[config.mk]
export PLATFORM = sky130hd
export DESIGN_NAME = deadline_priority_task_picker_core
export DESIGN_NICKNAME = d
export VERILOG_FILES = /design/src/rtl/dpt_pkg.sv /design/src/rtl/deadline_priority_task_picker_core.sv /design/src/rtl/dpt_front.sv /design/src/rtl/dpt_queue.sv /design/src/rtl/dpt_engine.sv
export SDC_FILE = /design/constraint.sdc
export NUM_CORES = 1
export LEC_CHECK = 0
export ABC_AREA = 1
export ABC_CLOCK_PERIOD_IN_PS = 12910
export BUFFER_PORTS_ARGS = -buffer_cell sky130_fd_sc_hd__buf_2
export CAP_MARGIN = 15
export CORE_ASPECT_RATIO = 1.1
export CORE_MARGIN = 3
export CORE_UTILIZATION = 46
export CTS_CLUSTER_SIZE = 16
export DETAILED_ROUTE_END_ITERATION = 7
export SETUP_SLACK_MARGIN = 0.2
export SLEW_MARGIN = 5
export SYNTH_ARGS = -nofsm -noshare
export SYNTH_HDL_FRONTEND = slang
export SYNTH_SLANG_ARGS = --single-unit
[constraint.sdc]
create_clock -name i_clk -period 12.91 [get_ports i_clk]
set_input_delay 2.582 -clock i_clk [delete_from_list [all_inputs] [get_ports i_clk]]
set_output_delay 2.582 -clock i_clk [all_outputs]
set_load 0.02 [all_outputs]
[src/rtl/dpt_pkg.sv]
// shared types, constants and command format of the deadline/priority task picker
// no dependencies; every other file of the block imports it
package dpt_pkg;

    localparam int TASK_COUNT  = 8;
    localparam int IDX_W       = (TASK_COUNT > 1) ? $clog2(TASK_COUNT) : 1;
    localparam int SLOT_W      = 3;
    localparam int LEVEL_W     = 4;
    localparam int TIME_W      = 32;
    localparam int WIN_W       = 16;
    localparam int QUEUE_DEPTH = 2;
    localparam int QPTR_W      = (QUEUE_DEPTH > 1) ? $clog2(QUEUE_DEPTH) : 1;
    localparam int QCNT_W      = $clog2(QUEUE_DEPTH + 1);

    localparam logic [WIN_W-1:0] FIRE_WINDOW_RESET = 16'd5000;

    // request kind codes on the input port
    localparam logic [1:0] KIND_DEFINE   = 2'd0;
    localparam logic [1:0] KIND_RESCHED  = 2'd1;
    localparam logic [1:0] KIND_SCHEDULE = 2'd2;

    typedef enum logic [1:0] {
        OP_DEFINE,
        OP_RESCHED,
        OP_SCHED
    } t_op;

    typedef enum logic [1:0] {
        ST_IDLE,
        ST_SCAN0,
        ST_SCAN1,
        ST_FINISH
    } t_eng_state;

    typedef struct packed {
        t_op                op;
        logic [IDX_W-1:0]   slot;
        logic               valid;
        logic [LEVEL_W-1:0] level;
        logic [TIME_W-1:0]  due;
        logic               never;
        logic [TIME_W-1:0]  estimate;
        logic [TIME_W-1:0]  now;
    } t_cmd;

    // queue status seen by both sides
    typedef struct packed {
        logic full;
        logic empty;
    } t_q_stat;

endpackage

[src/rtl/deadline_priority_task_picker_core.sv]
// top level of the deadline/priority task picker: front end, queue, engine, window register
// depends on dpt_pkg, dpt_front, dpt_queue and dpt_engine
//
// Keeps a table of TASK_COUNT tasks and answers schedule requests with one
// result each; define and reschedule requests update the table and give no
// result, reserved kinds are dropped. For a schedule request the engine reads
// the table through a single port, one entry a cycle, first looking for the
// earliest priority-zero deadline and then for an overdue higher-level task
// that still fits ahead of it. A two-entry request queue lets the input side
// keep accepting while the engine works, and the result register lets the
// engine scan the next request while a result still waits downstream.
// The fire window register resets to 5000 us and is written through the
// configuration port, which is always ready; write it only while the block
// is idle.
module deadline_priority_task_picker_core (
    input  logic                        i_clk,
    input  logic                        i_rst_n,
    // request channel
    input  logic                        i_in_valid,
    output logic                        o_in_stall,
    input  logic [1:0]                  i_kind,
    input  logic [dpt_pkg::SLOT_W-1:0]  i_task_slot,
    input  logic                        i_slot_valid,
    input  logic [dpt_pkg::LEVEL_W-1:0] i_task_level,
    input  logic [dpt_pkg::TIME_W-1:0]  i_due_time,
    input  logic                        i_due_never,
    input  logic [dpt_pkg::TIME_W-1:0]  i_run_estimate,
    input  logic [dpt_pkg::TIME_W-1:0]  i_current_time,
    // result channel
    output logic                        o_out_valid,
    input  logic                        i_out_stall,
    output logic                        o_found,
    output logic                        o_fire,
    output logic [dpt_pkg::SLOT_W-1:0]  o_picked_slot,
    output logic [dpt_pkg::WIN_W-1:0]   o_wait_us,
    // configuration write channel
    input  logic                        i_cfg_valid,
    output logic                        o_cfg_ready,
    input  logic [dpt_pkg::WIN_W-1:0]   i_cfg_data
);
    import dpt_pkg::*;

    logic [WIN_W-1:0] r_fire_window;
    t_cmd             front_cmd;
    t_cmd             q_head;
    t_q_stat          q_stat;
    logic             front_push;
    logic             eng_pop;

    // fire window register, written whenever a config request arrives
    assign o_cfg_ready = 1'b1;

    always_ff @(posedge i_clk) begin
        if (!i_rst_n) begin
            r_fire_window <= FIRE_WINDOW_RESET;
        end else begin
            if (i_cfg_valid && o_cfg_ready) begin
                r_fire_window <= i_cfg_data;
            end
        end
    end

    // front end: decode, reschedule raise, drop of ignored requests
    dpt_front u_front (
        .i_kind         (i_kind),
        .i_task_slot    (i_task_slot),
        .i_slot_valid   (i_slot_valid),
        .i_task_level   (i_task_level),
        .i_due_time     (i_due_time),
        .i_due_never    (i_due_never),
        .i_run_estimate (i_run_estimate),
        .i_current_time (i_current_time),
        .i_in_valid     (i_in_valid),
        .i_q_stat       (q_stat),
        .o_in_stall     (o_in_stall),
        .o_push         (front_push),
        .o_cmd          (front_cmd)
    );

    // decoupling queue between front end and engine
    dpt_queue u_queue (
        .i_clk   (i_clk),
        .i_rst_n (i_rst_n),
        .i_push  (front_push),
        .i_cmd   (front_cmd),
        .i_pop   (eng_pop),
        .o_head  (q_head),
        .o_stat  (q_stat)
    );

    // engine: task table, scans, result register
    dpt_engine u_engine (
        .i_clk         (i_clk),
        .i_rst_n       (i_rst_n),
        .i_head        (q_head),
        .i_q_stat      (q_stat),
        .o_pop         (eng_pop),
        .i_window      (r_fire_window),
        .i_out_stall   (i_out_stall),
        .o_out_valid   (o_out_valid),
        .o_found       (o_found),
        .o_fire        (o_fire),
        .o_picked_slot (o_picked_slot),
        .o_wait_us     (o_wait_us)
    );

endmodule

[src/rtl/dpt_front.sv]
// front end: decodes requests, applies the reschedule raise, drops ignored ones
// depends on dpt_pkg
module dpt_front (
    input  logic [1:0]                  i_kind,
    input  logic [dpt_pkg::SLOT_W-1:0]  i_task_slot,
    input  logic                        i_slot_valid,
    input  logic [dpt_pkg::LEVEL_W-1:0] i_task_level,
    input  logic [dpt_pkg::TIME_W-1:0]  i_due_time,
    input  logic                        i_due_never,
    input  logic [dpt_pkg::TIME_W-1:0]  i_run_estimate,
    input  logic [dpt_pkg::TIME_W-1:0]  i_current_time,
    input  logic                        i_in_valid,
    input  dpt_pkg::t_q_stat            i_q_stat,
    output logic                        o_in_stall,
    output logic                        o_push,
    output dpt_pkg::t_cmd               o_cmd
);
    import dpt_pkg::*;

    logic              slot_ok;
    logic              keep;
    logic [TIME_W-1:0] late;

    assign slot_ok = (32'(i_task_slot) < 32'(TASK_COUNT));
    assign late    = i_due_time - i_current_time;

    always_comb begin
        o_cmd.op       = OP_SCHED;
        o_cmd.slot     = IDX_W'(i_task_slot);
        o_cmd.valid    = i_slot_valid;
        o_cmd.level    = i_task_level;
        o_cmd.due      = i_due_time;
        o_cmd.never    = i_due_never;
        o_cmd.estimate = i_run_estimate;
        o_cmd.now      = i_current_time;
        keep           = 1'b0;
        unique case (i_kind)
            KIND_DEFINE: begin
                o_cmd.op = OP_DEFINE;
                keep     = slot_ok;
            end
            KIND_RESCHED: begin
                o_cmd.op = OP_RESCHED;
                keep     = slot_ok;
                // a past due time is raised to now
                if (!i_due_never && late[TIME_W-1]) begin
                    o_cmd.due = i_current_time;
                end
            end
            KIND_SCHEDULE: begin
                o_cmd.op = OP_SCHED;
                keep     = 1'b1;
            end
            default: begin
                keep = 1'b0;
            end
        endcase
    end

    assign o_in_stall = i_q_stat.full;
    assign o_push     = i_in_valid && !i_q_stat.full && keep;

endmodule

[src/rtl/dpt_queue.sv]
// short show-ahead command queue between front end and engine
// depends on dpt_pkg
module dpt_queue (
    input  logic             i_clk,
    input  logic             i_rst_n,
    input  logic             i_push,
    input  dpt_pkg::t_cmd    i_cmd,
    input  logic             i_pop,
    output dpt_pkg::t_cmd    o_head,
    output dpt_pkg::t_q_stat o_stat
);
    import dpt_pkg::*;

    t_cmd              r_slots [QUEUE_DEPTH];
    logic [QPTR_W-1:0] r_wr_ptr;
    logic [QPTR_W-1:0] r_rd_ptr;
    logic [QCNT_W-1:0] r_count;
    logic              do_push;
    logic              do_pop;

    localparam logic [QPTR_W-1:0] PTR_LAST = QPTR_W'(QUEUE_DEPTH - 1);

    assign o_stat.full  = (r_count == QCNT_W'(QUEUE_DEPTH));
    assign o_stat.empty = (r_count == '0);
    assign do_push      = i_push && !o_stat.full;
    assign do_pop       = i_pop && !o_stat.empty;
    assign o_head       = r_slots[r_rd_ptr];

    always_ff @(posedge i_clk) begin
        if (do_push) begin
            r_slots[r_wr_ptr] <= i_cmd;
        end
    end

    always_ff @(posedge i_clk) begin
        if (!i_rst_n) begin
            r_wr_ptr <= '0;
            r_rd_ptr <= '0;
            r_count  <= '0;
        end else begin
            if (do_push) begin
                r_wr_ptr <= (r_wr_ptr == PTR_LAST) ? '0 : r_wr_ptr + 1'b1;
            end
            if (do_pop) begin
                r_rd_ptr <= (r_rd_ptr == PTR_LAST) ? '0 : r_rd_ptr + 1'b1;
            end
            case ({do_push, do_pop})
                2'b10:   r_count <= r_count + 1'b1;
                2'b01:   r_count <= r_count - 1'b1;
                default: r_count <= r_count;
            endcase
        end
    end

endmodule

[src/rtl/dpt_engine.sv]
// back end: task table, two scan passes per schedule request, result register
// depends on dpt_pkg
module dpt_engine (
    input  logic                        i_clk,
    input  logic                        i_rst_n,
    input  dpt_pkg::t_cmd               i_head,
    input  dpt_pkg::t_q_stat            i_q_stat,
    output logic                        o_pop,
    input  logic [dpt_pkg::WIN_W-1:0]   i_window,
    input  logic                        i_out_stall,
    output logic                        o_out_valid,
    output logic                        o_found,
    output logic                        o_fire,
    output logic [dpt_pkg::SLOT_W-1:0]  o_picked_slot,
    output logic [dpt_pkg::WIN_W-1:0]   o_wait_us
);
    import dpt_pkg::*;

    localparam logic [IDX_W-1:0] IDX_LAST = IDX_W'(TASK_COUNT - 1);

    // task table, one read port at the scan index
    logic [TASK_COUNT-1:0] r_ent_valid;
    logic [LEVEL_W-1:0]    r_ent_level [TASK_COUNT];
    logic [TIME_W-1:0]     r_ent_due   [TASK_COUNT];
    logic                  r_ent_never [TASK_COUNT];
    logic [TIME_W-1:0]     r_ent_est   [TASK_COUNT];

    t_eng_state r_state, n_state;
    logic [IDX_W-1:0]   r_idx;
    logic [TIME_W-1:0]  r_now;
    logic               r_have0, r_have1;
    logic [IDX_W-1:0]   r_p0, r_p1;
    logic [TIME_W-1:0]  r_b0_due, r_b1_due;
    logic [LEVEL_W-1:0] r_b1_lvl;
    logic [TIME_W-1:0]  r_slack;   // deadline pick due minus now
    logic [TIME_W-1:0]  r_b1_wait;
    logic               r_out_valid;
    logic               r_found, r_fire;
    logic [SLOT_W-1:0]  r_slot;
    logic [WIN_W-1:0]   r_wait;

    logic               cur_valid, cur_never;
    logic [LEVEL_W-1:0] cur_lvl;
    logic [TIME_W-1:0]  cur_due, cur_est;
    logic [TIME_W-1:0]  d_b0, d_b1, d_now, d_fit;
    logic               take0, take1, cand0, cand1;
    logic               last_idx, load_out, accept_cmd;
    logic [TIME_W-1:0]  fin_wait;
    logic               fin_fire, fin_found;

    assign cur_valid = r_ent_valid[r_idx];
    assign cur_never = r_ent_never[r_idx];
    assign cur_lvl   = r_ent_level[r_idx];
    assign cur_due   = r_ent_due[r_idx];
    assign cur_est   = r_ent_est[r_idx];
    assign last_idx  = (r_idx == IDX_LAST);

    assign d_b0  = r_b0_due - cur_due;
    assign d_b1  = r_b1_due - cur_due;
    assign d_now = cur_due - r_now;
    assign d_fit = r_slack - cur_est;

    assign cand0 = cur_valid && !cur_never && (cur_lvl == '0);
    assign cand1 = cur_valid && !cur_never && (cur_lvl != '0);

    // earlier due wins, ties keep the lower index
    assign take0 = cand0 && (!r_have0 || (!d_b0[TIME_W-1] && d_b0 != '0));

    always_comb begin
        take1 = 1'b0;
        if (cand1 && (d_now[TIME_W-1] || d_now == '0)
                && (!r_have0 || (!d_fit[TIME_W-1] && d_fit != '0))) begin
            take1 = !r_have1 || (r_b1_lvl > cur_lvl)
                 || ((r_b1_lvl == cur_lvl) && !d_b1[TIME_W-1] && d_b1 != '0);
        end
    end

    assign fin_found = r_have0 || r_have1;
    assign fin_wait  = r_have1 ? r_b1_wait : r_slack;
    assign fin_fire  = fin_found
                    && (fin_wait[TIME_W-1] || (fin_wait < TIME_W'(i_window)));

    always_comb begin
        n_state    = r_state;
        o_pop      = 1'b0;
        accept_cmd = 1'b0;
        load_out   = 1'b0;
        unique case (r_state)
            ST_IDLE: begin
                if (!i_q_stat.empty) begin
                    o_pop      = 1'b1;
                    accept_cmd = 1'b1;
                    if (i_head.op == OP_SCHED) begin
                        n_state = ST_SCAN0;
                    end
                end
            end
            ST_SCAN0: begin
                if (last_idx) begin
                    n_state = ST_SCAN1;
                end
            end
            ST_SCAN1: begin
                if (last_idx) begin
                    n_state = ST_FINISH;
                end
            end
            ST_FINISH: begin
                if (!r_out_valid || !i_out_stall) begin
                    load_out = 1'b1;
                    n_state  = ST_IDLE;
                end
            end
            default: begin
                n_state = ST_IDLE;
            end
        endcase
    end

    always_ff @(posedge i_clk) begin
        if (!i_rst_n) begin
            r_state     <= ST_IDLE;
            r_ent_valid <= '0;
            r_out_valid <= 1'b0;
            r_idx       <= '0;
        end else begin
            r_state <= n_state;
            if (accept_cmd && i_head.op == OP_DEFINE) begin
                r_ent_valid[i_head.slot] <= i_head.valid;
            end
            if (r_state == ST_SCAN0 || r_state == ST_SCAN1) begin
                r_idx <= last_idx ? '0 : r_idx + 1'b1;
            end else begin
                r_idx <= '0;
            end
            if (load_out) begin
                r_out_valid <= 1'b1;
            end else if (!i_out_stall) begin
                r_out_valid <= 1'b0;
            end
        end
    end

    // table payload and scan datapath
    always_ff @(posedge i_clk) begin
        if (accept_cmd) begin
            unique case (i_head.op)
                OP_DEFINE: begin
                    r_ent_level[i_head.slot] <= i_head.level;
                    r_ent_due[i_head.slot]   <= i_head.due;
                    r_ent_never[i_head.slot] <= i_head.never;
                    r_ent_est[i_head.slot]   <= i_head.estimate;
                end
                OP_RESCHED: begin
                    r_ent_due[i_head.slot]   <= i_head.due;
                    r_ent_never[i_head.slot] <= i_head.never;
                end
                OP_SCHED: begin
                    r_now   <= i_head.now;
                    r_have0 <= 1'b0;
                    r_have1 <= 1'b0;
                end
                default: begin
                    r_now <= r_now;
                end
            endcase
        end
        if (r_state == ST_SCAN0 && take0) begin
            r_have0  <= 1'b1;
            r_p0     <= r_idx;
            r_b0_due <= cur_due;
            r_slack  <= d_now;
        end
        if (r_state == ST_SCAN1 && take1) begin
            r_have1   <= 1'b1;
            r_p1      <= r_idx;
            r_b1_due  <= cur_due;
            r_b1_lvl  <= cur_lvl;
            r_b1_wait <= d_now;
        end
        if (load_out) begin
            r_found <= fin_found;
            r_fire  <= fin_fire;
            r_slot  <= fin_found ? SLOT_W'(r_have1 ? r_p1 : r_p0) : '0;
            r_wait  <= (fin_fire && !fin_wait[TIME_W-1]) ? fin_wait[WIN_W-1:0] : '0;
        end
    end

    assign o_out_valid   = r_out_valid;
    assign o_found       = r_found;
    assign o_fire        = r_fire;
    assign o_picked_slot = r_slot;
    assign o_wait_us     = r_wait;

endmodule

==> metrics.txt, run 1 <==
Synth Area per Inst=9.90 sq um; Filler cells=~9500; reg2reg start=u_engine.r_idx[1]; DP Area=between 50000 and 60000 sq um; first-pass GRT wire length=between 150000 and 200000 um; crit path capture type=flop; Worst R2R Path Depth=26; crit path DAT=7190 ps; Storage cell area=~29000 sq um; number of enable flip-flop cells after synthesis=about 960; Placed Instances=~6400; Fin Hold WS=~450 ps; total die area=roughly 110000 sq um; Int Pwr=just under 7 mW; Setup CP Type=reg2reg; Core Util, Final=52.1%; Mapped Area=between 40000 and 50000 sq um; Synth Area in Compound Gates=7.98%; CP required=around 13000 ps; Final Power=10.8 mW; antenna cells=0; drt first-iter violations=2632; RR Endpoint=u_engine.r_b1_due[21]; # IOs=~150; CTS Buf Count=between 100 and 150; site row count=around 120; Tmin final=~7000 ps; Post-DRT Antenna Nets=0; hold depth=1; Final WS setup=about 6000 ps; CTS tree=done; final std cells w/o fill=6564; clk sinks=about 990; Layout area overhead=11.7%; worst slew pin tran=1030 ps; overflow left after global routing=0; most frequent cells in the layout=1129 x nand2_1, 957 x edfxtp_1, 719 x inv_1, 556 x nor2_1, 382 x o21ai_0; clock power share=between 20 and 30%; Pwr Density=between 150 and 200 nW/um^2; Max-slew headroom=30.9%; CTS Hold Bufs=0; final net count=5407; mux share of post-synthesis cell area=about 2.4%; max_cap viols=0; Final Hold Fails=0; Synth Area in Adders=4.78%; GPL Wtd Cong=around 0.96; CP startpoint=u_engine.r_idx[1]; Die Y-Extent=around 350 um; Slew Viols, Final=0; dpl ws=6080 ps; Yosys warning total=0; final wirelength=127000 um; largest net degree at the start of global routing=107; GRT Resource Usage Total=22.9%; Final Cycle Share=between 50% and 60%; postcts setup bufs=0; Skew-Pair Late Insertion Delay=700 ps; vias per cell=~5.2; Final Cell Area=roughly 54000 sq um; Worst-path clk slew=about 60 ps; vias in the first global route=32700; hold_sp=u_queue.r_rd_ptr; drt drc=0; Setup Skew=32.0 ps; Yosys cell types=48; Post-Synth Simple-Gate Area=around 17%; synthesized net count=roughly 5200; Sw Pwr=3.96 mW; ys async rst share=0%; Synth Instances=4929; Core Area=around 100000 sq um; RSZ-0062 raised after global routing=no; R2R Setup Slk=roughly 6000 ps; hpwl dp=just under 90000 um; Critical Path Fanout Max=74; #FFs+latches synth=between 900 and 1000; final setup vio count=0; Synth Area in XOR/XNOR=less than 1%; largest family of logic cells by synthesized area=simple AND/OR/NAND/NOR gates; number of gates resized after cts=0; class of the worst hold path=reg2reg; routed len/inst=19.4 um; Chip Width=about 320 um; layout cells sized above 1=between 10% and 20%; worst vdd ir=about 0.00017 V; area occupied by multi-input gates=approximately 16000 sq um; Root Driver=clkbuf_16; f_max=between 100 and 150 MHz; Port Buf Inserts=150; outcome=finished, final reports clean; iteration count of the initial detailed-routing pass=6; most common cell after layout, fill and taps aside=nand2_1; Gate power share=34.2%; Initial Utilization=46.7%; sequential-to-total area share from yosys stat=60.4%; TNS Setup=0 ps; commonest register cell after synthesis=edfxtp_1; H-tree levels=3; clock buffer depth=3; initial antenna violation count=4; Startpoint Class=flop; sequential power share=between 30 and 40%; switching share of power=~37%; via count=around 34000; Pleak=roughly 23 nW
## cell type report
type / count / area share [%]
well taps: 1386 / 3.18
inverters: 734 / 5.07
repair buffers: 206 / 2.15
flip-flops and latches: 994 / 54.1
clock inverters: 69 / 1.26
multi-input cells: 3058 / 29.4
clock buffers: 117 / 4.79
## how the worst max path moves through the flow
stage	endpoint	cells after the start
6_report	u_engine.r_b1_due[21]	26
5_1_grt	u_engine.r_b1_due[21]	26
4_1_cts	u_engine.r_b1_due[9]	26
3_5_place_dp	u_engine.r_b1_due[9]	26
3_3_place_gp	u_engine.r_b1_due[8]	26
2_1_floorplan	u_queue.r_slots[1][0]	5
## power groups by stage
stage               registers, mW  clock network (mW)  logic (mW)
floorplan                    4.18                   0        2.52
detailed placement           4.24                   0        3.66
finish                       4.17                2.92        3.69
global placement             4.23                   0        3.63
global route                 4.19                3.11        4.12
CTS                          4.17                2.97        3.68
## synth_stat cells, drive strengths merged (2+ instances only)
library cell  instances  area, sq um
a211oi                2         15.0
inv                 734         2760
dfxtp                37          741
o21bai                7         52.6
fa                    4         80.1
edfxtp              957        28700
mux2                102         1150
xnor2                14          123
or2                  19          119
buf                  42          241
and2                  5         31.3
a21o                  4         30.0
and3                  4         25.0
nand3               159          801
o211ai                3         22.5
clkbuf              101          379
o22ai               103          644
nand4                67          419
ha                  180         2250
nor4                  7         43.8
nand2              1134         4270
nor2                579         2200
nand3b               14          105
o221ai               34          298
xor2                 29          254
a31oi                 4         25.0
a21oi               136          684
nor3                 26          130
o21ai               416         2090
## flip-flops by register name, indices dropped and copies added, names as in the netlist, 2 cells and up, named ones only
| signal | count |
|---|---|
| r_fire_window | 16 |
| u_engine.o_picked_slot | 3 |
| u_engine.o_wait_us | 16 |
| u_engine.r_b0_due | 32 |
| u_engine.r_b1_due | 32 |
| u_engine.r_b1_lvl | 4 |
| u_engine.r_b1_wait | 32 |
| u_engine.r_ent_due | 256 |
| u_engine.r_ent_est | 256 |
| u_engine.r_ent_level | 32 |
| u_engine.r_ent_never | 8 |
| u_engine.r_ent_valid | 8 |
| u_engine.r_idx | 3 |
| u_engine.r_now | 32 |
| u_engine.r_p0 | 3 |
| u_engine.r_p1 | 3 |
| u_engine.r_slack | 32 |
| u_engine.r_state | 2 |
| u_queue.r_count | 2 |
| u_queue.r_slots | 214 |
## metal layers
| layer | up-vias | wire, um | global-route usage, % |
|---|---|---|---|
| li1 | 16900 | - | - |
| met1 | 16200 | 58300 | 33.4 |
| met2 | 1031 | 58000 | 36.4 |
| met3 | 167 | 7710 | 2.96 |
| met4 | 2 | 2970 | 6.18 |
| met5 | - | 13 | 0 |
## critical path, cell delays in order, from the launching register on
cell and delay [ps]:
dfxtp_4 350, buf_4 650, buf_4 760, o21ai_0 210, o22ai_1 220, inv_1 60
o21ai_1 660, inv_1 310, fa_1 550, inv_1 140, nand2_1 60, nand3_1 90
nand3_1 110, nand2_2 110, nand2_1 70, nand2_1 110, nand2_1 90, nand2_1 70
nand2_1 50, nand2_1 120, nand2_1 70, nor2_1 120, nand3_1 80, a21oi_1 180
nand3_1 140, inv_2 330, buf_4 680
## kinds of logic after synthesis
group,count (synthesis)
other,1
xor gates and xnor gates,43
muxes,103
and+or+nand+nor,2015
DFF,994
AOI/OAI and AO/OA,712
buffers and inverters,877
adders and majority gates,184
Note: power is estimated with default switching activity, not from simulation.
==> inputs of run 2 (changes only) <==
--- a/config.mk
+++ b/config.mk
@@ -6,7 +6,7 @@
 export NUM_CORES = 1
 export LEC_CHECK = 0
 export ABC_AREA = 1
-export ABC_CLOCK_PERIOD_IN_PS = 12910
+export ABC_CLOCK_PERIOD_IN_PS = 5700
 export BUFFER_PORTS_ARGS = -buffer_cell sky130_fd_sc_hd__buf_2
 export CAP_MARGIN = 15
 export CORE_ASPECT_RATIO = 1.1
==> constraint.sdc (replaced) <==
create_clock -name i_clk -period 5.7 [get_ports i_clk]
set_input_delay 1.14 -clock i_clk [delete_from_list [all_inputs] [get_ports i_clk]]
set_output_delay 1.14 -clock i_clk [all_outputs]
set_load 0.02 [all_outputs]
==> metrics.txt, run 2 (synthesis results as in run 1) <==
DP Area=52000 sq um (+1.6%); Chip Width=317 um (unchanged); Final Cycle Share=87.0% (+34 points); Post-DRT Antenna Nets=0 (unchanged); hpwl dp=92300 um (+5.9%); # IOs=152 (unchanged); CTS Buf Count=102 (+0.99%); final setup vio count=0 (unchanged); max_cap viols=0 (unchanged); GPL Wtd Cong=0.986 (+3.0%); site row count=124 (unchanged); Final Hold Fails=0 (unchanged); initial antenna violation count=1 (-3); final std cells w/o fill=6639 (+1.1%); Startpoint Class=flop; Slew Viols, Final=0 (unchanged); via count=35100 (+2.0%); Pleak=23.0 nW (+1.6%); drt drc=0 (unchanged); CP bufs+invs=7 (unchanged); Slowest-stage cell, CP=o21ai_1; CTS Hold Bufs=0 (unchanged); clk sinks=994 (unchanged); Final Cell Area=55100 sq um (+1.2%); vias in the first global route=33300 (+1.9%); Initial Utilization=46.7% (unchanged); outcome=finished, final reports clean; hold_sp=u_queue.r_rd_ptr; crit path capture type=flop; layout cells sized above 1=11.0% (+0.96 points); class of the worst hold path=reg2reg; Core Area=105000 sq um (unchanged); CP required=6100 ps (-7110 ps); Layout area overhead=13.0%; Placed Instances=6453 (+1.2%); CP startpoint=u_engine.r_idx[0]; Setup CP Type=reg2reg; Worst-path clk slew=60 ps (about the same); Max-slew headroom=33.9% (+3.0 points); Top Registers=u_engine.r_ent_due: 256 flops, u_engine.r_ent_est: 256 flops, u_queue.r_slots: 214 flops; dpl ws=822 ps (-5260 ps); drt first-iter violations=3033 (+15%); final wirelength=131000 um (+3.0%); GRT Resource Usage Total=23.6% (+0.63 points); most frequent cells in the layout=1129 x nand2_1, 957 x edfxtp_1, 719 x inv_1, 556 x nor2_1, 382 x o21ai_0; Port Buf Inserts=150 (unchanged); crit-path cells=inv_6 -> buf_4 -> o21ai_0 -> o22ai_1 -> inv_1 -> o21ai_1 -> inv_1 -> ha_1 -> nand2_1 -> inv_1 -> nand2_1 -> nor2_1 -> nand4_1 -> nand3_1 -> nand2_1 -> a21oi_1 -> nand2_1 -> nor2_1 -> nand3_1 -> nand2_1 -> nand2_1 -> nand2_1 -> inv_2 -> buf_12; most common cell after layout, fill and taps aside=nand2_1; H-tree levels=3 (unchanged); TNS Setup=0 ps (unchanged); Root Driver=clkbuf_16; most used cell, CP=nand2_1; Core Util, Final=52.7% (+0.62 points); clock buffer depth=3 (unchanged); crit path DAT=5350 ps (-1840 ps); Pwr Density=447 nW/um^2 (+130%); postcts setup bufs=0 (unchanged); routed len/inst=19.7 um (+1.9%); peak per-stage delay on the critical path=510 ps (-250 ps); first-pass GRT wire length=198000 um (+2.9%); overflow left after global routing=0 (unchanged); antenna cells=0 (unchanged); CP top delay family=simple AND/OR/NAND/NOR gates; iteration count of the initial detailed-routing pass=5 (-1); worst slew pin tran=986 ps (-39.6 ps); CTS tree=done; Critical Path Fanout Max=73 (-1.4%); Die Y-Extent=348 um (unchanged); reg2reg start=u_engine.r_idx[0]; largest net degree at the start of global routing=181 (+69%); vias per cell=5.28 (+0.88%); total die area=110000 sq um (unchanged); final net count=5483 (+1.4%); Skew-Pair Late Insertion Delay=700 ps (about the same); Tmin final=4960 ps (-1930 ps); RSZ-0062 raised after global routing=no; Final WS setup=742 ps (-5280 ps); Setup Skew=50.1 ps (+18.2 ps); number of gates resized after cts=0 (unchanged); worst vdd ir=0.000340 V (+98%); f_max=202 MHz (+39%)
-- run 2: changes by cell type in the layout (fill, tap and decap cells not counted), moves of 4 or more --
| cell | before | now |
|---|---|---|
| buf_12 | 0 | 19 |
| buf_4 | 56 | 112 |
| bufinv_16 | 10 | 4 |
| clkbuf_1 | 15 | 22 |
| clkinv_1 | 31 | 40 |
| clkinv_2 | 18 | 13 |
| clkinv_4 | 4 | 0 |
-- run 2: final timing paths --
kind / to / slack (ps) / depth (start not counted)
worst min-delay path: flop / 440 / 1
worst max register to register: u_engine.r_slack[26] / 740 / 24
worst max-delay path: u_engine.r_slack[26] / 740 / 24
worst min register to register: flop / 440 / 1
-- run 2: through the flow --
stage / hold slack (ps) / power, mW
final: 443 / 24.7
after global routing: 454 / 26.1
after CTS: 445 / 24.8
after detailed placement: 435 / 18.5
after global placement: 424 / 18.4
after floorplan: 425 / 15.2
-- run 2: worst reg2reg max path, delay by kind of cell, from the launching register on --
kind	cells	cell delay [ps]
and+or+nand+nor	12	1530
buffers and inverters	7	1360
AOI/OAI and AO/OA	4	880
adders and majority gates	1	490
DFF	1	380
-- run 2: power by group --
group          switching, mW  leakage (nW)  internal, mW  total [mW]
sequential             0.211          8.98          9.20        9.41
clock                   2.78          1.52          3.51        6.29
combinational           6.11          12.5          2.86        8.96
-- run 2: routing by layer --
layer | wire length, um | track usage (%)
met4 | 3580 | 7.16
met5 | 0 | 0
met2 | 59300 | 37.2
met3 | 7690 | 2.65
met1 | 60400 | 34.4
-- run 2: cell type report --
type                            count  area [sq um]
Fill cell                        9501         49400
Clock inverter                     60           489
Clock buffer                      126          2660
Multi-Input combinational cell   3058         16000
Inverter                          734          2760
Sequential cell                   994         29500
Tap cell                         1386          1730
Timing Repair Buffer              281          1970
